==> config.mk <==
export PLATFORM = sky130hd
export DESIGN_NAME = modular_exponentiation
export DESIGN_NICKNAME = d
export VERILOG_FILES = /design/src/rtl/mexp_pkg.sv /design/src/rtl/mexp_modmul.sv /design/src/rtl/mexp_datapath.sv /design/src/rtl/mexp_ctrl.sv /design/src/rtl/modular_exponentiation.sv
export VERILOG_INCLUDE_DIRS = /design/src /design/src/rtl
export SDC_FILE = /design/constraint.sdc
export NUM_CORES = 2
export LEC_CHECK = 0
export ABC_AREA = 1
export ABC_CLOCK_PERIOD_IN_PS = 7800
export BUFFER_PORTS_ARGS = -buffer_cell sky130_fd_sc_hd__buf_2
export CAP_MARGIN = 20
export CORE_UTILIZATION = 47
export CTS_CLUSTER_SIZE = 20
export DETAILED_ROUTE_END_ITERATION = 8
export PLACE_DENSITY = 0.65
export SYNTH_ARGS = -nofsm -noshare
export SYNTH_HDL_FRONTEND = slang
export SYNTH_HIERARCHICAL = 1
export SYNTH_SLANG_ARGS = --single-unit
==> constraint.sdc <==
create_clock -name clk -period 7.8 [get_ports clk]
set_input_delay 1.56 -clock clk [delete_from_list [all_inputs] [get_ports clk]]
set_output_delay 1.56 -clock clk [all_outputs]
set_load 0.02 [all_outputs]
==> src/rtl/modular_exponentiation_assert.svh <==
// Assertion macros shared by the modular exponentiation RTL.
`ifndef MODULAR_EXPONENTIATION_ASSERT_SVH
`define MODULAR_EXPONENTIATION_ASSERT_SVH

`ifndef SYNTHESIS
`define MEXP_ASSERT(lbl, clk, rst_n, prop, msg) \
	lbl: assert property (@(posedge clk) disable iff (!rst_n) prop) else $error(msg);
`define MEXP_ASSERT_NEVER(lbl, clk, rst_n, cond, msg) \
	lbl: assert property (@(posedge clk) disable iff (!rst_n) !(cond)) else $error(msg);
`else
`define MEXP_ASSERT(lbl, clk, rst_n, prop, msg)
`define MEXP_ASSERT_NEVER(lbl, clk, rst_n, cond, msg)
`endif

`endif

==> src/rtl/mexp_pkg.sv <==
// Package with types and constants of the modular exponentiation block.
`timescale 1ns / 1ps
package mexp_pkg;

	localparam int DATA_W = 63;
	localparam int RES_W  = 30;
	localparam int Z_W    = 61;
	localparam int R_W    = 32;

	localparam logic [RES_W-1:0] PRIME     = 30'd1000000007;
	localparam logic [R_W-1:0]   PRIME_R   = 32'd1000000007;
	localparam logic [R_W-1:0]   PRIME2_R  = 32'd2000000014;
	localparam logic [R_W-1:0]   PRIME3_R  = 32'd3000000021;
	localparam logic [RES_W-1:0] ONE_RES   = 30'd1;
	localparam logic [RES_W:0]   SHIFT_MUL = 31'h4000_0000;

	// Barrett constant floor(2^61 / P); it fits in 32 bits.
	localparam logic [63:0]    MU_WIDE = (64'd1 << 61) / 64'd1000000007;
	localparam logic [R_W-1:0] MU      = MU_WIDE[R_W-1:0];

	typedef enum logic [2:0] {
		OP_NONE,
		OP_RED_HI,
		OP_RED_LO,
		OP_SQR,
		OP_MUL
	} mm_op_t;

	typedef enum logic {
		DEST_POW,
		DEST_ACC
	} mm_dest_t;

	typedef enum logic [3:0] {
		S_IDLE,
		S_RED_HI,
		S_WAIT_HI,
		S_RED_LO,
		S_WAIT_LO,
		S_ROUND,
		S_MUL,
		S_WAIT_RND,
		S_FINISH
	} state_t;

	typedef struct packed {
		logic   load;
		mm_op_t op;
		logic   shift_exp;
		logic   load_out;
	} mexp_cmd_t;

	typedef struct packed {
		logic exp_zero;
		logic exp_lsb;
		logic mm_busy;
	} mexp_status_t;

endpackage

==> src/rtl/mexp_modmul.sv <==
// Pipelined modular multiply-add unit: (x * y + add) mod P by Barrett reduction.
`timescale 1ns / 1ps
`include "modular_exponentiation_assert.svh"
module mexp_modmul import mexp_pkg::*; (
	input  logic             clk,
	input  logic             arst_n,
	input  logic             op_valid,
	input  mm_dest_t         op_dest,
	input  logic [RES_W-1:0] op_x,
	input  logic [RES_W:0]   op_y,
	input  logic [RES_W-1:0] op_add,
	output logic             busy,
	output logic             res_valid,
	output mm_dest_t         res_dest,
	output logic [RES_W-1:0] res
);

	logic [Z_W-1:0] z_c;
	logic [Z_W-1:0] z_s1;
	logic [63:0]    qprod;
	logic [R_W-1:0] q_s2;
	logic [R_W-1:0] zl_s2;
	logic [R_W-1:0] qp_lo;
	logic [R_W-1:0] r_s3;
	logic [R_W-1:0] r_fix;
	logic           v_s1, v_s2, v_s3;
	mm_dest_t       d_s1, d_s2, d_s3;

	assign z_c   = Z_W'(op_x) * Z_W'(op_y) + Z_W'(op_add);
	assign qprod = 64'(z_s1[Z_W-1:Z_W-R_W]) * 64'(MU);
	assign qp_lo = R_W'(q_s2 * PRIME_R);

	always_ff @(posedge clk or negedge arst_n) begin
		if (!arst_n) begin
			v_s1 <= 1'b0;
			v_s2 <= 1'b0;
			v_s3 <= 1'b0;
		end else begin
			v_s1 <= op_valid;
			v_s2 <= v_s1;
			v_s3 <= v_s2;
		end
	end

	always_ff @(posedge clk) begin
		z_s1  <= z_c;
		d_s1  <= op_dest;
		q_s2  <= qprod[63:32];
		zl_s2 <= z_s1[R_W-1:0];
		d_s2  <= d_s1;
		r_s3  <= zl_s2 - qp_lo;
		d_s3  <= d_s2;
	end

	// The quotient estimate is at most two below the true quotient.
	always_comb begin
		if (r_s3 >= PRIME2_R) begin
			r_fix = r_s3 - PRIME2_R;
		end else if (r_s3 >= PRIME_R) begin
			r_fix = r_s3 - PRIME_R;
		end else begin
			r_fix = r_s3;
		end
	end

	assign res       = r_fix[RES_W-1:0];
	assign res_valid = v_s3;
	assign res_dest  = d_s3;
	assign busy      = v_s1 | v_s2 | v_s3;

	`MEXP_ASSERT(a_rem_range, clk, arst_n, v_s3 |-> (r_s3 < PRIME3_R), "Barrett remainder out of range")
	`MEXP_ASSERT(a_res_reduced, clk, arst_n, v_s3 |-> (r_fix < PRIME_R), "Result not reduced")

endmodule

==> src/rtl/mexp_datapath.sv <==
// Datapath: operand registers, exponent shifter, modular unit and output register.
`timescale 1ns / 1ps
module mexp_datapath import mexp_pkg::*; (
	input  logic              clk,
	input  logic              arst_n,
	input  mexp_cmd_t         cmd,
	input  logic [DATA_W-1:0] base,
	input  logic [DATA_W-1:0] exponent,
	output mexp_status_t      st,
	output logic [RES_W-1:0]  result
);

	logic [DATA_W-1:0] base_q;
	logic [DATA_W-1:0] exp_q;
	logic [RES_W-1:0]  acc_q;
	logic [RES_W-1:0]  pow_q;
	logic [RES_W-1:0]  res_q;
	logic [RES_W-1:0]  mm_x;
	logic [RES_W:0]    mm_y;
	logic [RES_W-1:0]  mm_add;
	mm_dest_t          mm_dest;
	logic              mm_busy;
	logic              mm_res_valid;
	mm_dest_t          mm_res_dest;
	logic [RES_W-1:0]  mm_res;

	always_comb begin
		mm_x    = pow_q;
		mm_y    = {1'b0, pow_q};
		mm_add  = '0;
		mm_dest = DEST_POW;
		case (cmd.op)
			OP_RED_HI: begin
				mm_x   = RES_W'(base_q[DATA_W-1:2*RES_W]);
				mm_y   = SHIFT_MUL;
				mm_add = base_q[2*RES_W-1:RES_W];
			end
			OP_RED_LO: begin
				mm_y   = SHIFT_MUL;
				mm_add = base_q[RES_W-1:0];
			end
			OP_MUL: begin
				mm_x    = acc_q;
				mm_dest = DEST_ACC;
			end
			default: begin
			end
		endcase
	end

	mexp_modmul u_modmul (
		.clk       (clk),
		.arst_n    (arst_n),
		.op_valid  (cmd.op != OP_NONE),
		.op_dest   (mm_dest),
		.op_x      (mm_x),
		.op_y      (mm_y),
		.op_add    (mm_add),
		.busy      (mm_busy),
		.res_valid (mm_res_valid),
		.res_dest  (mm_res_dest),
		.res       (mm_res)
	);

	always_ff @(posedge clk) begin
		if (cmd.load) begin
			base_q <= base;
			exp_q  <= exponent;
			acc_q  <= ONE_RES;
		end
		if (cmd.shift_exp) begin
			exp_q <= exp_q >> 1;
		end
		if (mm_res_valid) begin
			if (mm_res_dest == DEST_ACC) begin
				acc_q <= mm_res;
			end else begin
				pow_q <= mm_res;
			end
		end
		if (cmd.load_out) begin
			res_q <= acc_q;
		end
	end

	assign st.exp_zero = (exp_q == '0);
	assign st.exp_lsb  = exp_q[0];
	assign st.mm_busy  = mm_busy;
	assign result      = res_q;

endmodule

==> src/rtl/mexp_ctrl.sv <==
// Controller state machine sequencing base reduction and square-and-multiply rounds.
`timescale 1ns / 1ps
`include "modular_exponentiation_assert.svh"
module mexp_ctrl import mexp_pkg::*; (
	input  logic         clk,
	input  logic         arst_n,
	input  logic         in_valid,
	input  logic         out_ready,
	input  mexp_status_t st,
	output logic         in_ready,
	output logic         out_valid,
	output mexp_cmd_t    cmd
);

	state_t state_q, state_nxt;
	logic   out_valid_q;

	always_comb begin
		state_nxt = state_q;
		case (state_q)
			S_IDLE: begin
				if (in_valid) begin
					state_nxt = S_RED_HI;
				end
			end
			S_RED_HI: state_nxt = S_WAIT_HI;
			S_WAIT_HI: begin
				if (!st.mm_busy) begin
					state_nxt = S_RED_LO;
				end
			end
			S_RED_LO: state_nxt = S_WAIT_LO;
			S_WAIT_LO: begin
				if (!st.mm_busy) begin
					state_nxt = S_ROUND;
				end
			end
			S_ROUND: begin
				if (st.exp_zero) begin
					state_nxt = S_FINISH;
				end else if (st.exp_lsb) begin
					state_nxt = S_MUL;
				end else begin
					state_nxt = S_WAIT_RND;
				end
			end
			S_MUL: state_nxt = S_WAIT_RND;
			S_WAIT_RND: begin
				if (!st.mm_busy) begin
					state_nxt = S_ROUND;
				end
			end
			S_FINISH: begin
				if (!out_valid_q || out_ready) begin
					state_nxt = S_IDLE;
				end
			end
			default: state_nxt = S_IDLE;
		endcase
	end

	always_comb begin
		cmd = '{load: 1'b0, op: OP_NONE, shift_exp: 1'b0, load_out: 1'b0};
		case (state_q)
			S_IDLE:     cmd.load = in_valid;
			S_RED_HI:   cmd.op = OP_RED_HI;
			S_RED_LO:   cmd.op = OP_RED_LO;
			S_ROUND: begin
				if (!st.exp_zero) begin
					cmd.op = OP_SQR;
				end
			end
			S_MUL:      cmd.op = OP_MUL;
			S_WAIT_RND: cmd.shift_exp = !st.mm_busy;
			S_FINISH:   cmd.load_out = !out_valid_q || out_ready;
			default: begin
			end
		endcase
	end

	always_ff @(posedge clk or negedge arst_n) begin
		if (!arst_n) begin
			state_q     <= S_IDLE;
			out_valid_q <= 1'b0;
		end else begin
			state_q <= state_nxt;
			if (cmd.load_out) begin
				out_valid_q <= 1'b1;
			end else if (out_ready) begin
				out_valid_q <= 1'b0;
			end
		end
	end

	assign in_ready  = (state_q == S_IDLE);
	assign out_valid = out_valid_q;

	`MEXP_ASSERT(a_round_drained, clk, arst_n, (state_q == S_ROUND) |-> !st.mm_busy, "Round started with products in flight")
	`MEXP_ASSERT(a_finish_exp, clk, arst_n, (state_q == S_FINISH) |-> st.exp_zero, "Finished with exponent bits left")
	`MEXP_ASSERT_NEVER(a_load_busy, clk, arst_n, cmd.load && st.mm_busy, "Transaction loaded while unit busy")

endmodule

==> src/rtl/modular_exponentiation.sv <==
// Top level of the modular exponentiation block: base^exponent mod 1000000007.
// The input channel (in_valid, in_ready, base, exponent) carries one transaction
// per computation; the output channel (out_valid, out_ready, result) returns one
// 30-bit residue per input transaction, in order.
// The base is first reduced in two multiply-add passes through a three-stage
// pipelined Barrett multiplier. Then each exponent bit, least significant first,
// takes one round: the power is squared and, for a set bit, the accumulator is
// multiplied by the power, both issued back to back into the same multiplier.
// The multiplier pipeline depth sets the round length, which is longer for a set
// bit than for a clear bit. One transaction is processed at a time.
// A finished result sits in an output register, so the next transaction is
// accepted while it waits; if the receiver still stalls when that next result
// is ready, the block holds it until the register frees.
// Reset clears the controller, the output valid flag and the multiplier valid bits; other registers are not reset.
`timescale 1ns / 1ps
module modular_exponentiation import mexp_pkg::*; (
	input  logic              clk,
	input  logic              arst_n,
	input  logic              in_valid,
	output logic              in_ready,
	input  logic [DATA_W-1:0] base,
	input  logic [DATA_W-1:0] exponent,
	output logic              out_valid,
	input  logic              out_ready,
	output logic [RES_W-1:0]  result
);

	mexp_cmd_t    cmd;
	mexp_status_t st;

	mexp_ctrl u_ctrl (
		.clk       (clk),
		.arst_n    (arst_n),
		.in_valid  (in_valid),
		.out_ready (out_ready),
		.st        (st),
		.in_ready  (in_ready),
		.out_valid (out_valid),
		.cmd       (cmd)
	);

	mexp_datapath u_datapath (
		.clk      (clk),
		.arst_n   (arst_n),
		.cmd      (cmd),
		.base     (base),
		.exponent (exponent),
		.st       (st),
		.result   (result)
	);

endmodule
## Word level (Yosys, flattened, before mapping)

Cells that the tools add are included.

- Multipliers: 3
- Eq/ne operators: 15
- Muxes and demuxes: 25
- Add/subtract/negate cells: 4
- Reductions and logical operators: 12
- Bitwise logic cells: 3
- Magnitude comparators: 2

Operators by type and width:

| kind | count |
|---|---|
| 30-bit 2-to-1 mux | 5 |
| 62-bit 2-to-1 mux | 2 |
| 30-bit case mux with 2 select lines | 2 |
| 32-bit by 32-bit multiplier with 64-bit output (second input constant) | 1 |
| 63-bit zero test | 1 |
| 61-bit by 30-bit adder with 61-bit output | 1 |
| 30-bit by 31-bit multiplier with 61-bit output | 1 |
| 30-bit subtractor (second input constant) | 2 |
| 32-bit by 30-bit greater-or-equal comparator with 1-bit output (second input constant) | 1 |
| 32-bit by 31-bit greater-or-equal comparator with 1-bit output (second input constant) | 1 |
| 32-bit by 30-bit multiplier with 32-bit output (second input constant) | 1 |
| 4-bit case mux with 8 select lines | 1 |
| 32-bit subtractor | 1 |
| 31-bit 2-to-1 mux | 1 |
| 4-bit 2-to-1 mux | 5 |
| 4-bit by 3-bit == test with 1-bit output (second input constant) | 4 |
| 3-bit case mux with 4 select lines | 1 |
| 4-bit by 2-bit == test with 1-bit output (second input constant) | 2 |
| 1-bit 2-to-1 mux | 7 |
| 2-bit inequality test (second input constant) | 3 |
| 4-bit by 1-bit == test with 1-bit output (second input constant) | 1 |
| 4-bit == test (second input constant) | 1 |
| 4-bit zero test | 1 |
| 4-bit AND reduction | 1 |
| other kinds (13) | 17 |

- Word-level logic and storage cells: 82
- Bits in registers: 384
- Output and inout bits: 32

## Longest topological paths before layout

- Depth in word-level cells: 8
- Depth in mapped cells: 47
- Gate-level depth less buffers: 45

## Modules after synthesis

The synthesis kept the hierarchy.

By module, submodules not included:

| module | sequential area each (µm²) | times used | cells each | area an instance (µm²) |
|---|---|---|---|---|
| mexp_modmul | 3,278.1 | 1 | 7,982 | 64,331.7 |
| mexp_datapath | 6,175.9 | 1 | 828 | 9,091.2 |
| mexp_ctrl | 125.1 | 1 | 60 | 377.9 |

## Least setup slack after synthesis

Ideal clock, no wire load.

- Path kind: input -> register
- Start: in in_valid
- End: reg u_datapath.exp_q[0] (enable)
- Setup time: 0.421 ns
- Path buffers: 1
- Data required time: 7.379 ns
- Slack: -0.868 ns
- Arrival: 8.246 ns
- Stages: 5
- Cells stage by stage: inv_1 nor3_1 inv_1 clkbuf_1 nand2_1

RTL lines:

| item | line | text |
|---|---|---|
| from (decl) | modular_exponentiation.sv:19 | `input logic in_valid,` |
| to (signal assigned) | mexp_datapath.sv:68 | `exp_q <= exponent;` |
| to (signal assigned) | mexp_datapath.sv:72 | `exp_q <= exp_q >> 1;` |
| to (decl) | mexp_datapath.sv:14 | `logic [DATA_W-1:0] exp_q;` |

==> out/metrics.cfg <==
[setup_path]
worstReg2RegStart=u_datapath/exp_q[43]$_DFFE_PP_
worstReg2RegEnd=u_datapath/u_modmul/z_s1[40]$_DFF_P_
critPathKind=register to register
crit_fanout=14
rr_worst_depth=40
end_kind=register
rrSetupSlack_ps=-800
arrival_ps=9160
worst_ep_required_time_ps=8350
worst_path_max_delay_cell=fa_1
max_stage_delay_ps=580
cpMostUsedCell=fa_1
start_kind=register

[timing]
fin_crit_ps=8603
setup_ws_ps=-802.9
rsz0062_at_grt=yes
whs_ps=322.9
setup_viol=48
drv_slew=0
finalCritPeriodShare=1.103
worstMarginPinSlew_ps=1043
finClkSkew_ps=59.63
relSlewSlack=0.3028
hold_viol_final=0
max_freq_mhz=116.2

[clocking]
cts_tree=yes
cts_made_buffers=49
clk_latency_ps=700
cts.sinks=384
htree_num_levels=2
root_buffer=clkbuf_16
clkSlewWorstSetupHoldPaths_ps=60
cts_buffer_depth=3
cts_hold_buffers=0

[yosys]
ys_seq_area_frac=0.1298
ys.flop_type=dfxtp_1
ys_top_cells_by_area=fa_1 (37%), ha_1 (14%), inv_1 (13%), nand2_1 (9.7%), edfxtp_1 (7.5%)
ys_ff_latch=384
netlist_instances=8870
syn_area_per_cell_sq_um=8.320
yosysTopAreaCell=fa_1
yosys_warnings=6
synth_top_area_frac=0.3670
ys_async_sr_fraction=0.02083
synth_edf_count=185
syn_nets=11190
syn_area_sq_mm=0.07380
synth_cell_types=53

[placed_design]
gp_congestion=0.9909
dp_hpwl_mm=199.6
dp.cells=11480
dpl_cell_area_sq_mm=0.08170
io_buffers=161

[run_status]
status=complete, but fails checks
violations=negative setup slack

[route]
dr.pass1.iters=6
drc=0
ant_nets=0
num_vias=58730
drt-wirelength-per-cell_microns=19.59
wl_mm=227.1
drt_first_iter_violations=4080
viasPerCell=5.065

[floorplanning]
rows=145
start_util=0.4730
core_area_sq_mm=0.1560
die_w_microns=398.3
die_h_microns=398.3
io-pin-count=162
fp.dieArea_sq_mm=0.1586

[global_route]
gr-usage-all-layers=0.2927
antenna_found_initial=1
grt_overflow_total=0
grtUsageMet1=0.3887
grt_max_degree=66
met2_usage=0.4833
grt_pass1_wl_mm=353.8
met3_usage=0.03678
busiest_layer=met2
grt_pass1_vias=61640

[final_layout]
layout.nets=11820
drive_gt1_frac=0.1355
synthToLayoutAreaGrowth_pct=15.45
fin_cells=11600
stdcell_area_sq_mm=0.08521
finish.utilization=0.5461
final_common_cell=inv_1
layout_common_cells=inv_1 (2,543), nand2_1 (1,875), fa_1 (1,328), ha_1 (804), buf_4 (557)
fillers=14390

[flow_run]
cap_violations=0

[min_path]
hp-start=u_datapath/u_modmul/z_s1[12]$_DFF_P_
holdPathEnd=u_datapath/u_modmul/zl_s2[12]$_DFF_P_
hp-class=register to register
holdPathStages=0

## sequential cells by signal, summed over array words and instances, names as in the netlist
register                       cells
u_datapath/u_modmul/q_s2          32
u_datapath/pow_q                  30
u_datapath/base_q                 63
u_datapath/u_modmul/res_dest       1
u_datapath/u_modmul/zl_s2         32
u_datapath/u_modmul/z_s1          61
u_datapath/result                 30
u_datapath/u_modmul/v_s1           1
u_ctrl/state_q                     4
u_ctrl/out_valid                   1
u_datapath/u_modmul/res_valid      1
u_datapath/u_modmul/v_s2           1
u_datapath/exp_q                  63
u_datapath/u_modmul/r_s3          32
u_datapath/u_modmul/d_s2           1
u_datapath/u_modmul/d_s1           1
u_datapath/acc_q                  30
## cell families (layout without fill, tap and decap cells)
group,count (synthesis),after routing,synth area share
flops,384,384,0.1298
buf+inv,2826,3492,0.1472
compound gates,618,618,0.04861
xor+xnor,157,157,0.01863
fa+ha+maj,2191,2191,0.5091
simple gates,2694,2694,0.1467
other cells,0,1,0
## per-layer routing
metal | part of all wire | vias to the layer above
met4 | 0.048 | 0
li1 | - | 27270
met2 | 0.47 | 1921
met3 | 0.062 | 374
met5 | 0 | -
met1 | 0.42 | 29160
## cells in the mapped netlist, types with 29 or more instances
| master | instances |
|---|---|
| ha_1 | 838 |
| fa_1 | 1353 |
| o21ai_2 | 53 |
| dfxtp_1 | 191 |
| clkbuf_1 | 189 |
| xnor2_1 | 32 |
| nand3_1 | 216 |
| nand2_1 | 1904 |
| o21bai_1 | 29 |
| o21ai_0 | 191 |
| o21ai_1 | 42 |
| inv_1 | 2564 |
| xor2_1 | 125 |
| a21oi_1 | 221 |
| edfxtp_1 | 185 |
| nor2_1 | 423 |
| nand4_1 | 36 |
| nor3_1 | 39 |
## critical path, delay by kind of cell (launching register included)
family / cells / cell delay (ps)
fa+ha+maj: 9 / 4420
simple gates: 17 / 1990
buf+inv: 11 / 1300
flops: 1 / 380
xor+xnor: 1 / 220
compound gates: 2 / 200
## per-stage QoR
stage | worst slack, ps | setup TNS, ps
floorplan | 5.051 | 0
global placement | -1427 | -53810
detailed placement | -1315 | -51060
CTS | -798.2 | -26620
global route | -1130 | -43930
finish | -802.9 | -26390
## worst max-delay path by stage
stage	from	end	slack, ps	cells past startpoint
2_1_floorplan	u_datapath/exp_q[32]$_DFFE_PP_	u_datapath/u_modmul/z_s1[59]$_DFF_P_	5	42
3_3_place_gp	u_datapath/exp_q[31]$_DFFE_PP_	u_datapath/u_modmul/z_s1[40]$_DFF_P_	-1430	43
3_5_place_dp	u_datapath/exp_q[31]$_DFFE_PP_	u_datapath/u_modmul/z_s1[40]$_DFF_P_	-1320	43
4_1_cts	u_datapath/exp_q[52]$_DFFE_PP_	u_datapath/u_modmul/z_s1[45]$_DFF_P_	-800	46
5_1_grt	u_datapath/exp_q[33]$_DFFE_PP_	u_datapath/u_modmul/z_s1[53]$_DFF_P_	-1130	44
6_report	u_datapath/exp_q[43]$_DFFE_PP_	u_datapath/u_modmul/z_s1[40]$_DFF_P_	-800	40
## cell type report
class | instances | area (sq um) | share of cell area
multi-input cells | 5660 | 54840 | 0.6437
inverters | 2581 | 9694 | 0.1138
flip-flops and latches | 384 | 9579 | 0.1124
repair buffers | 820 | 6760 | 0.07934
well taps | 2058 | 2575 | 0.03022
clock buffers | 61 | 1328 | 0.01558
clock inverters | 30 | 422.9 | 0.004963
diodes | 1 | 2.502 | 0.00002937
## what timing repair did
| action | 4_1_cts | 5_1_grt |
|---|---|---|
| pin swaps | 63 | 34 |
| cloned | 1 | 1 |
| setup endpoints to repair | 52 | 52 |
| gates resized for setup | 301 | 94 |
| setup buffers | 13 | 7 |
Power is left out: the tool's default activity adds up to more than one toggle a clock period on the data nets, which glitch-free logic cannot reach.
